`config.mk`:
```
export PLATFORM = sky130hd
export DESIGN_NAME = sql_like_wildcard_matcher
export DESIGN_NICKNAME = d
export VERILOG_FILES = /design/src/design/lwm_pkg.sv /design/src/design/lwm_pattern_store.sv /design/src/design/lwm_position_engine.sv /design/src/design/sql_like_wildcard_matcher.sv
export SDC_FILE = /design/constraint.sdc
export NUM_CORES = 1
export LEC_CHECK = 0
export BUFFER_PORTS_ARGS = -buffer_cell sky130_fd_sc_hd__buf_2
export CAP_MARGIN = 20
export CORE_MARGIN = 8
export CORE_UTILIZATION = 60
export DETAILED_ROUTE_END_ITERATION = 8
export GPL_ROUTABILITY_DRIVEN = 0
export HOLD_SLACK_MARGIN = 0.15
export PLACE_DENSITY = 0.76
export SLEW_MARGIN = 20
export SYNTH_ARGS = -nofsm -noshare
export SYNTH_HDL_FRONTEND = slang
export SYNTH_SLANG_ARGS = --single-unit
```
`constraint.sdc`:
```
create_clock -name clk -period 5.9 [get_ports clk]
set_input_delay 1.18 -clock clk [delete_from_list [all_inputs] [get_ports clk]]
set_output_delay 1.18 -clock clk [all_outputs]
set_load 0.05 [all_outputs]
```
`src/design/lwm_pkg.sv`:
```
// package for the sql like wildcard matcher
// holds item types, action and entry kind codes, and the pattern classifier
// used by lwm_pattern_store, lwm_position_engine and sql_like_wildcard_matcher
`default_nettype none

package lwm_pkg;

	localparam int PATTERN_MAX_DEF = 32;
	localparam logic [7:0] ESC_RESET = 8'd92;
	localparam logic [7:0] CHAR_RUN = 8'h25;
	localparam logic [7:0] CHAR_ONE = 8'h5F;

	typedef enum logic [1:0] {
		ACT_CLEAR   = 2'd0,
		ACT_PATTERN = 2'd1,
		ACT_TEXT    = 2'd2,
		ACT_END     = 2'd3
	} action_t;

	typedef enum logic [1:0] {
		KIND_LIT = 2'd0,
		KIND_ONE = 2'd1,
		KIND_RUN = 2'd2
	} kind_t;

	typedef struct packed {
		action_t    action;
		logic [7:0] data_byte;
	} item_t;

	typedef struct packed {
		logic matched;
		logic pattern_overflow;
	} result_t;

	typedef struct packed {
		logic       clear;
		logic       append;
		logic [7:0] data;
	} store_cmd_t;

	typedef struct packed {
		logic clear;
		logic text;
		logic finish;
	} pos_cmd_t;

	function automatic kind_t classify(input logic [7:0] b);
		kind_t k;
		k = KIND_LIT;
		if (b == CHAR_RUN)
			k = KIND_RUN;
		else if (b == CHAR_ONE)
			k = KIND_ONE;
		return k;
	endfunction

endpackage

`default_nettype wire

```
`src/design/lwm_pattern_store.sv`:
```
// compiled pattern store: entry kinds and bytes, length, pending escape, overflow
// presents per-position run and advance vectors for the current text byte
// depends on lwm_pkg
`default_nettype none

module lwm_pattern_store import lwm_pkg::*; #(
	parameter int PATTERN_MAX = PATTERN_MAX_DEF,
	parameter int LW = $clog2(PATTERN_MAX + 1)
) (
	input  wire logic                   clk,
	input  wire logic                   arst_n,
	input  wire store_cmd_t             cmd,
	input  wire logic [7:0]             esc,
	output logic [PATTERN_MAX-1:0]      run_vec,
	output logic [PATTERN_MAX-1:0]      adv_vec,
	output logic [LW-1:0]               eff_len,
	output logic                        overflow
);

	localparam int IW = $clog2(PATTERN_MAX);

	kind_t      kind_q [PATTERN_MAX];
	logic [7:0] byte_q [PATTERN_MAX];
	logic [LW-1:0] len_q;
	logic          pend_q;
	logic          ovf_q;

	logic [LW-1:0] len_d;
	logic          pend_d;
	logic          ovf_d;
	logic          wr_en;
	kind_t         wr_kind;
	logic [IW-1:0] wr_idx;

	// a pending escape only exists while len_q is below the store size
	assign wr_idx = len_q[IW-1:0];

	always_comb begin
		wr_en = 1'b0;
		wr_kind = KIND_LIT;
		len_d = len_q;
		pend_d = pend_q;
		ovf_d = ovf_q;
		if (cmd.clear) begin
			len_d = '0;
			pend_d = 1'b0;
			ovf_d = 1'b0;
		end else if (cmd.append) begin
			if (pend_q) begin
				// escaped byte overwrites the escape entry as a literal
				wr_en = 1'b1;
				wr_kind = KIND_LIT;
				len_d = LW'(len_q + 1'b1);
				pend_d = 1'b0;
			end else if (len_q >= LW'(PATTERN_MAX)) begin
				ovf_d = 1'b1;
			end else begin
				wr_en = 1'b1;
				wr_kind = classify(cmd.data);
				if (cmd.data == esc)
					pend_d = 1'b1;
				else
					len_d = LW'(len_q + 1'b1);
			end
		end
	end

	always_ff @(posedge clk or negedge arst_n) begin
		if (!arst_n) begin
			len_q <= '0;
			pend_q <= 1'b0;
			ovf_q <= 1'b0;
		end else begin
			len_q <= len_d;
			pend_q <= pend_d;
			ovf_q <= ovf_d;
		end
	end

	always_ff @(posedge clk) begin
		if (wr_en) begin
			kind_q[wr_idx] <= wr_kind;
			byte_q[wr_idx] <= cmd.data;
		end
	end

	// a trailing escape counts as one more entry
	assign eff_len = LW'(len_q + LW'(pend_q));
	assign overflow = ovf_q;

	always_comb begin
		logic vld;
		for (int i = 0; i < PATTERN_MAX; i++) begin
			vld = LW'(i) < eff_len;
			run_vec[i] = vld && (kind_q[i] == KIND_RUN);
			adv_vec[i] = vld && (kind_q[i] != KIND_RUN)
				&& ((kind_q[i] == KIND_ONE) || (byte_q[i] == cmd.data));
		end
	end

endmodule

`default_nettype wire

```
`src/design/lwm_position_engine.sv`:
```
// active position set with closure over run entries and the per-byte step
// closure is one carry-chain add over the position vector
// depends on lwm_pkg
`default_nettype none

module lwm_position_engine import lwm_pkg::*; #(
	parameter int PATTERN_MAX = PATTERN_MAX_DEF,
	parameter int LW = $clog2(PATTERN_MAX + 1)
) (
	input  wire logic                   clk,
	input  wire logic                   arst_n,
	input  wire pos_cmd_t               cmd,
	input  wire logic [PATTERN_MAX-1:0] run_vec,
	input  wire logic [PATTERN_MAX-1:0] adv_vec,
	input  wire logic [LW-1:0]          eff_len,
	output logic                        matched
);

	logic [PATTERN_MAX:0]   act_q;
	logic [PATTERN_MAX:0]   len_mask;
	logic [PATTERN_MAX:0]   cur;
	logic [PATTERN_MAX-1:0] gen;
	logic [PATTERN_MAX:0]   sum;
	logic [PATTERN_MAX:0]   carry;
	logic [PATTERN_MAX:0]   closed;
	logic [PATTERN_MAX:0]   nxt;

	always_comb begin
		for (int j = 0; j <= PATTERN_MAX; j++)
			len_mask[j] = LW'(j) <= eff_len;
	end

	// carry into position j is set when an active run entry reaches it
	// through a chain of run entries
	assign cur = act_q & len_mask;
	assign gen = cur[PATTERN_MAX-1:0] & run_vec;
	assign sum = {1'b0, gen} + {1'b0, run_vec};
	assign carry = sum ^ {1'b0, gen ^ run_vec};
	assign closed = cur | carry;

	assign nxt = {1'b0, closed[PATTERN_MAX-1:0] & run_vec}
		| {closed[PATTERN_MAX-1:0] & adv_vec, 1'b0};

	assign matched = closed[eff_len];

	always_ff @(posedge clk or negedge arst_n) begin
		if (!arst_n) begin
			act_q <= (PATTERN_MAX+1)'(1);
		end else if (cmd.clear || cmd.finish) begin
			act_q <= (PATTERN_MAX+1)'(1);
		end else if (cmd.text) begin
			act_q <= nxt;
		end
	end

endmodule

`default_nettype wire

```
`src/design/sql_like_wildcard_matcher.sv`:
```
// top level of the sql like wildcard matcher
// input register, pattern store, position engine and result register
// depends on lwm_pkg, lwm_pattern_store, lwm_position_engine
//
// usage:
//   req channel (req_valid, req_stall, req) carries one item: an action and a
//   byte. clear resets the pattern, pattern appends a pattern byte, text steps
//   the active position set, end reports the match and restarts the text.
//   rsp channel (rsp_valid, rsp_stall, rsp) carries one result per end item:
//   matched and pattern_overflow.
//   cfg channel (cfg_valid, cfg_ready, cfg_data) writes the escape byte; it is
//   always ready and should be written only while no item is in flight.
// timing:
//   an item is taken into the input register and processed from there; an end
//   item waits there while the result register is blocked. its result goes
//   from the input register into the result register, where it is shown.
//   one item per cycle is sustained unless a result is blocked; the position
//   update for a text byte is a single carry-chain add over the position vector.
// reset: pattern empty, no pending escape, overflow clear, only position zero
//   active, escape byte 92.
// stall: a result held in the output register under rsp_stall blocks only an
//   end item waiting behind it, which then stalls the req channel.
`default_nettype none

module sql_like_wildcard_matcher import lwm_pkg::*; #(
	parameter int PATTERN_MAX = PATTERN_MAX_DEF
) (
	input  wire logic       clk,
	input  wire logic       arst_n,
	input  wire logic       req_valid,
	output logic            req_stall,
	input  wire item_t      req,
	output logic            rsp_valid,
	input  wire logic       rsp_stall,
	output result_t         rsp,
	input  wire logic       cfg_valid,
	output logic            cfg_ready,
	input  wire logic [7:0] cfg_data
);

	localparam int LW = $clog2(PATTERN_MAX + 1);

	logic       vld_s1;
	item_t      item_s1;
	logic       rsp_valid_q;
	result_t    rsp_q;
	logic [7:0] esc_q;

	logic produce;
	logic out_free;
	logic adv_s1;
	logic accept;

	store_cmd_t st_cmd;
	pos_cmd_t   pos_cmd;

	logic [PATTERN_MAX-1:0] run_vec;
	logic [PATTERN_MAX-1:0] adv_vec;
	logic [LW-1:0]          eff_len;
	logic                   ovf;
	logic                   matched;

	assign produce = vld_s1 && (item_s1.action == ACT_END);
	assign out_free = !rsp_valid_q || !rsp_stall;
	assign adv_s1 = vld_s1 && (!produce || out_free);
	assign req_stall = vld_s1 && !adv_s1;
	assign accept = req_valid && !req_stall;

	assign cfg_ready = 1'b1;

	always_ff @(posedge clk or negedge arst_n) begin
		if (!arst_n) begin
			esc_q <= ESC_RESET;
		end else if (cfg_valid && cfg_ready) begin
			esc_q <= cfg_data;
		end
	end

	always_ff @(posedge clk or negedge arst_n) begin
		if (!arst_n) begin
			vld_s1 <= 1'b0;
		end else if (accept) begin
			vld_s1 <= 1'b1;
		end else if (adv_s1) begin
			vld_s1 <= 1'b0;
		end
	end

	always_ff @(posedge clk) begin
		if (accept)
			item_s1 <= req;
	end

	always_comb begin
		st_cmd = '0;
		pos_cmd = '0;
		st_cmd.data = item_s1.data_byte;
		case (item_s1.action)
			ACT_CLEAR: begin
				st_cmd.clear = adv_s1;
				pos_cmd.clear = adv_s1;
			end
			ACT_PATTERN: begin
				st_cmd.append = adv_s1;
			end
			ACT_TEXT: begin
				pos_cmd.text = adv_s1;
			end
			ACT_END: begin
				pos_cmd.finish = adv_s1;
			end
			default: begin
				st_cmd.clear = 1'b0;
			end
		endcase
	end

	lwm_pattern_store #(
		.PATTERN_MAX(PATTERN_MAX),
		.LW(LW)
	) u_store (
		.clk(clk),
		.arst_n(arst_n),
		.cmd(st_cmd),
		.esc(esc_q),
		.run_vec(run_vec),
		.adv_vec(adv_vec),
		.eff_len(eff_len),
		.overflow(ovf)
	);

	lwm_position_engine #(
		.PATTERN_MAX(PATTERN_MAX),
		.LW(LW)
	) u_engine (
		.clk(clk),
		.arst_n(arst_n),
		.cmd(pos_cmd),
		.run_vec(run_vec),
		.adv_vec(adv_vec),
		.eff_len(eff_len),
		.matched(matched)
	);

	always_ff @(posedge clk or negedge arst_n) begin
		if (!arst_n) begin
			rsp_valid_q <= 1'b0;
		end else if (adv_s1 && produce) begin
			rsp_valid_q <= 1'b1;
		end else if (!rsp_stall) begin
			rsp_valid_q <= 1'b0;
		end
	end

	always_ff @(posedge clk) begin
		if (adv_s1 && produce) begin
			rsp_q.matched <= matched;
			rsp_q.pattern_overflow <= ovf;
		end
	end

	assign rsp_valid = rsp_valid_q;
	assign rsp = rsp_q;

	// a new result only comes from an end item leaving the input register
	a_result_source: assert property (@(posedge clk) disable iff (!arst_n)
		$rose(rsp_valid_q) |-> $past(vld_s1 && (item_s1.action == ACT_END)))
		else $error("result raised without an end item");

	// the input side stalls only behind a blocked result
	a_stall_cause: assert property (@(posedge clk) disable iff (!arst_n)
		req_stall |-> (produce && rsp_valid_q && rsp_stall))
		else $error("input stalled without a blocked result");

	// a clear empties the overflow flag
	a_clear_ovf: assert property (@(posedge clk) disable iff (!arst_n)
		(adv_s1 && (item_s1.action == ACT_CLEAR)) |=> !ovf)
		else $error("overflow survived a clear");

endmodule

`default_nettype wire
```
Yosys cells after proc, flatten, opt, wreduce, memory -nomap -nowiden

Memory sizes are Yosys's and may differ from the RTL's.
Cells that the tools add are included.

Muxes and demuxes: 38
Add/sub/neg operators: 3
Order comparisons: 67
Bitwise logic cells: 8
Equal/unequal tests: 138
Reduce and logical (&&, ||, !) cells: 148

Operator list:

| operator             | number |
|---|---|
| $eq A8 B8 Y1         | 33 |
| $logic_and A1 B1 Y1  | 101 |
| $and A32 B32 Y32     | 3 |
| $le A5 B6 Y1 const A | 16 |
| $lt A5 B6 Y1 const A | 16 |
| $eq A2 B2 Y1 const B | 34 |
| $eq A2 B1 Y1 const B | 33 |
| $mux W33             | 2 |
| $ne A2 B2 Y1 const B | 32 |
| $le A4 B6 Y1 const A | 8 |
| $lt A4 B6 Y1 const A | 8 |
| $logic_or A1 B1 Y1   | 35 |
| $add A32 B32 Y33     | 1 |
| $and A33 B33 Y33     | 1 |
| $or A32 B33 Y33      | 1 |
| $or A33 B33 Y33      | 1 |
| $xor A33 B32 Y33     | 1 |
| $xor A32 B32 Y32     | 1 |
| $mux W6              | 5 |
| $mux W1              | 25 |
| $le A3 B6 Y1 const A | 4 |
| $lt A3 B6 Y1 const A | 4 |
| $le A1 B6 Y1 const A | 2 |
| $le A2 B6 Y1 const A | 2 |
| other kinds (17)     | 33 |

Bits of input ports: 23
Memories kept: 2
RAM bits: 320
Flip-flop bits (word level): 63
Logic and storage cells: 415
Output and inout bits: 5

Memories:

| memory         | depth | bits a word | read ports | clocked after Yosys merged registers in | wr ports | RTL line                | text |
|---|---|---|---|---|---|---|---|
| u_store.byte_q | 32    | 8           | 32         | 0                                       | 1        | lwm_pattern_store.sv:23 | `logic [7:0] byte_q [PATTERN_MAX];` |
| u_store.kind_q | 32    | 2           | 32         | 0                                       | 1        | lwm_pattern_store.sv:22 | `kind_t kind_q [PATTERN_MAX];` |

Logic depth before layout (Yosys ltp)

Depth after elaboration: 11
Depth in mapped cells: 19
Gate-level depth less buffers: 18

By module

A second synthesis with hierarchy kept.

Cells, all modules: 1617
Area, all modules: 19356.1 um^2

By module, submodules not included:

| module                    | cells an instance | instances | area each (um^2) | seq. area each (um^2) |
|---|---|---|---|---|
| lwm_pattern_store         | 1019              | 1         | 14595.2          | 9809.4 |
| lwm_position_engine       | 553               | 1         | 3932.5           | 827.0 |
| sql_like_wildcard_matcher | 45                | 1         | 828.3            | 615.6 |

Worst setup path before layout

Ideal clock, no wire load.

Path kind: register to register
Start: register u_store.pend_q
End: register rsp_q, in the netlist rsp[1] (data pin)
Stages on the path, launching flop included: 20
Setup slack: 1.465 ns
Data required time: 5.735 ns
Data arrival time: 4.270 ns
Library setup time: 0.165 ns
Buffers on the path: 1
Clock period less this slack: 4.435 ns
Cells stage by stage: dfrtp_1 -> ha_1 -> ha_1 -> buf_4 -> nand3_2 -> mux2_4 -> nor3_1 -> or3_1 -> nand3_1 -> inv_1 -> ha_1 -> o21ba_2 -> or3_4 -> a2111oi_4 -> o2111ai_4 -> a2111oi_4 -> nor3_1 -> nor3_1 -> o21ai_1 -> o31ai_2

Word-level cells in the longest chain between the ends: 9
Elaborated cells on any way between the ends: 106
Classes of those cells: add/sub (2); order compare (65); mux (2); bitwise (5); reduce/logical (32)

RTL lines:

| element                                                        | RTL line                                             | text |
|---|---|---|
| start: declaration                                             | lwm_pattern_store.sv:25                              | `logic pend_q;` |
| start signal: assignment                                       | lwm_pattern_store.sv:75                              | `pend_q <= pend_d;` |
| $add A6 B1 Y6 (*)                                              | lwm_pattern_store.sv:88                              | `assign eff_len = LW'(len_q + LW'(pend_q));` |
| $le A1 B6 Y1 (tied with other cells)                           | lwm_position_engine.sv:30                            | `len_mask[j] = LW'(j) <= eff_len;` |
| $and A33 B33 Y33 / $logic_and A1 B1 Y1 (equally long branches) | lwm_position_engine.sv:35, lwm_pattern_store.sv:95   |  |
| $and A32 B32 Y32                                               | lwm_position_engine.sv:36                            | `assign gen = cur[PATTERN_MAX-1:0] & run_vec;` |
| $add A32 B32 Y33 / $xor A32 B32 Y32 (equally long branches)    | lwm_position_engine.sv:37, lwm_position_engine.sv:38 |  |
| $xor A33 B32 Y33                                               | lwm_position_engine.sv:38                            | `assign carry = sum ^ {1'b0, gen ^ run_vec};` |
| $or A33 B33 Y33                                                | lwm_position_engine.sv:39                            | `assign closed = cur \| carry;` |
| $bmux W1 S6 (*)                                                | lwm_position_engine.sv:44                            | `assign matched = closed[eff_len];` |
| $mux W1 (implied by the code) (*)                              | lwm_position_engine.sv:44                            |  |
| via matched                                                    | sql_like_wildcard_matcher.sv:61                      | `logic matched;` |
| end: declaration                                               | sql_like_wildcard_matcher.sv:46                      | `result_t rsp_q;` |

The timed path passes the listed nets; every way through them passes the cells marked *. The select of a mux whose other input is x is not followed.
A chain may end at the register's enable or synchronous reset.

Worst setup path after layout

Same ends and word-level chain as after synthesis.

==> flow_summary.yaml <==
clock_tree:
  clock_latency_ns: 0.54
  holdBufCountCts: 0
  post_cts_buffers: 0
  htreeDepth: 2
  cts_tree: "done"
  clk_pin_slew_worst_paths_ns: 0.06
  clockRootBuffer: "clkbuf_16"
  cts_resized: 0
  numCtsBuffers: 41
  clk_path_buf_depth: 3
  cts.sinks: 383
logic_synthesis:
  netlist_area_um2: 19200
  synth_nets: 1630
  synth_top_family_by_area: "simple AND/OR/NAND/NOR gates"
  syn_inst: 1600
  ys_types: 94
  synth-main-ff-cell: "edfxtp_1"
  synthXorXnorAreaFrac: 0.124
  synth_adder_area_share: 0.00510
  synth_seq_cells: 383
  synth-warning-count: 0
  postSynth.asyncResetShare: 0.133
  syn_area_per_cell_um2: 12.0
  synth_compound_area_frac: 0.121
  synth_edf_count: 332
  synth-seq-area-share: 0.588
  synth-simple-area-share: 0.134
  synthMuxAreaShare: 0.00895
final_layout:
  layout.nets: 1667
  antenna_cells: 0
  drive_above_1_share: 0.0952
  syn2layout_area_growth_pct: 10.2
  final_cells: 2072
outcome:
  status: "finished clean"
sta:
  fin_skew_ns: 0.0159
  final-setup-viol-count: 0
  rsz0062_at_grt: "no"
  setup_ws_ns: 0.510
  slew_viol_final: 0
  post-route-period-util: 0.914
  whs_ns: 0.453
  worst_slew_pin_slew_ns: 1.02
  fmax_mhz: 186
  final_hold_viol_count: 0
  tns_ns: 0
  period_minus_slack_ns: 5.39
  maxSlewHeadroom: 0.319
placement:
  dpl.hpwl_um: 29700
  dp_slack_ns: 0.691
  port_buffers: 26
  dp_cells: 1996
route:
  via_per_inst: 6.45
  wl_per_cell_um: 21.4
  drc_errors: 0
  wirelength_um: 44300
  drt_pass1_iterations: 6
  drtIter0Drc: 1563
  vias: 13400
  postRouteAntennaNets: 0
min_path:
  hold_path.class: "reg2reg"
floorplanning:
  fp.dieH_um: 195
  dieArea_um2: 37900
  fp-row-count: 65
  fp.dieW_um: 195
  io_pins: 28
  core_um2: 31500
  initial_core_util: 0.609
global_routing:
  grt_max_degree: 68
  track_usage: 0.231
  grt_first_pass_wirelength_um: 70700
  antenna_found_initial: 0
  grt-ovfl-total: 0
  grt_pass1_vias: 12800
worst_setup_path:
  r2r_setup_slack_ns: 0.51
  critPathLaunch: "u_store.pend_q"
  r2r_cells: 18
  r2r_start: "u_store.pend_q"
  worstSetupEndpointType: "register"
  cp.required_ns: 6.25
  worstReg2RegEnd: "rsp[1]"
  worstSetupPathType: "reg2reg"
  critPathArrivalTime_ns: 5.74
  critPathLaunchType: "register"
  crit_end: "rsp[1]"
  path_max_fanout: 12
pwr:
  power_density_nw_per_um2: 300
  ir_drop_mv: 0.260
  p_leak_nw: 6.80
  power.total_mw: 6.33
flow_run:
  cap_violations: 0
-- how the worst min path moves through the flow --
stage,endpoint,from,cells past startpoint
2_1_floorplan,rsp[0],u_store.overflow,0
3_3_place_gp,rsp[0],u_store.overflow,0
3_5_place_dp,rsp[0],u_store.overflow,0
4_1_cts,rsp[0],u_store.overflow,0
5_1_grt,rsp[0],u_store.overflow,0
6_report,rsp[0],u_store.overflow,0
-- critical path: stages, from the launching register on --
cell       delay, ns
dfrtp_1         0.45
ha_1            0.42
ha_1            0.26
nand3_2         0.13
mux2_4          0.39
nor3_1          0.43
or3_1           0.23
nand3_1         0.12
inv_1           0.09
ha_1            0.14
o21ba_2         0.19
or3_4           0.41
a2111oi_4       0.50
o2111ai_4       0.24
a31oi_1         0.36
a22oi_1         0.12
o211ai_1        0.37
nor2_1          0.10
o31ai_2         0.27
-- area by class of cell --
type	instances	area, um2
clock inverters	13	116
multi-input cells	1128	7540
fillers	2273	10400
inverters	24	90.1
clock buffers	63	1200
repair buffers	59	390
well taps	402	503
flip-flops and latches	383	11300
-- layout by cell type, fill, tap and decap left out, drive strengths merged, types with 5 or more instances in the layout --
| cell | n |
|---|---|
| o31ai | 30 |
| nor3 | 28 |
| a22oi | 6 |
| dfstp | 5 |
| a21boi | 9 |
| mux2 | 9 |
| clkbuf | 63 |
| o21a | 7 |
| edfxtp | 332 |
| xor2 | 61 |
| inv | 26 |
| nor2 | 107 |
| a211o | 7 |
| nor4 | 24 |
| and3b | 8 |
| or2 | 7 |
| a31oi | 25 |
| o21ai | 101 |
| nand2b | 15 |
| or3 | 16 |
| dfrtp | 46 |
| a21oi | 52 |
| o211ai | 18 |
| a211oi | 10 |
| ha | 7 |
| nand2 | 122 |
| a32oi | 22 |
| and3 | 6 |
| and2 | 14 |
| clkinv | 8 |
| nor2b | 23 |
| nand3b | 12 |
| buf | 59 |
| xnor2 | 208 |
| nand4 | 70 |
| nand3 | 30 |
-- report_power, final --
| group | switching (mW) | internal [mW] | total [mW] | leakage (nW) |
|---|---|---|---|---|
| combinational | 0.538 | 0.261 | 0.799 | 2.48 |
| sequential | 0.0557 | 2.99 | 3.05 | 3.69 |
| clock | 0.992 | 1.49 | 2.48 | 0.636 |
-- state kept, by name, indices dropped and copies added, names as in the netlist --
signal and flops:
u_store.len_q 6, vld_s1 1, u_store.pend_q 1, u_store.overflow 1, u_store.byte_q 256, item_s1 10
rsp 2, rsp_valid 1, esc_q 8, u_store.kind_q 64, u_engine.act_q 33
-- logic make-up (layout without fill, tap and decap cells) --
family | Yosys count | count (layout)
AOI/OAI and AO/OA | 338 | 338
xor gates and xnor gates | 269 | 269
adders and majority gates | 8 | 8
buffers and inverters | 89 | 159
DFF | 383 | 383
muxes | 14 | 14
other | 1 | 1
and+or+nand+nor | 498 | 498
-- synthesized netlist by cell type (all sizes together) (5+ instances only) --
cell	n	area [um2]
nand4	70	438
inv	24	90.1
xnor2	208	1820
nand2b	15	93.8
or3	16	105
o211ai	18	135
and3b	8	70.1
ha	7	87.6
or2	7	43.8
o21ai	101	505
a21oi	52	260
and3	6	37.5
nand2	122	460
nand3b	12	90.1
clkbuf	43	163
nor4	24	150
a21boi	9	67.6
dfstp	5	131
a211o	7	61.3
and2	14	87.6
edfxtp	332	9970
a31oi	25	156
dfrtp	46	1150
a22oi	6	45.0
buf	22	119
a32oi	22	193
o31ai	30	258
xor2	61	553
mux2	9	105
nor2b	23	144
a211oi	10	75.1
nor3	28	145
nand3	30	155
nor2	107	402
o21a	7	52.6
-- metrics by stage --
| stage | instance area (um2) | utilization |
|---|---|---|
| global route | 21100 | 0.670 |
| detailed placement | 19800 | 0.628 |
| global placement | 19800 | 0.628 |
| finish | 21100 | 0.670 |
| CTS | 21100 | 0.670 |
| floorplan | 19200 | - |
-- metal layers --
metal  up-vias  global-route usage  part of all wire
met5         -                   0                 0
met4         0              0.0945             0.039
met3       141              0.0508             0.089
met2       646               0.347              0.44
met1      6474               0.322              0.44
li1       6100                   -                 -
Power figures use the tool's default switching activity.
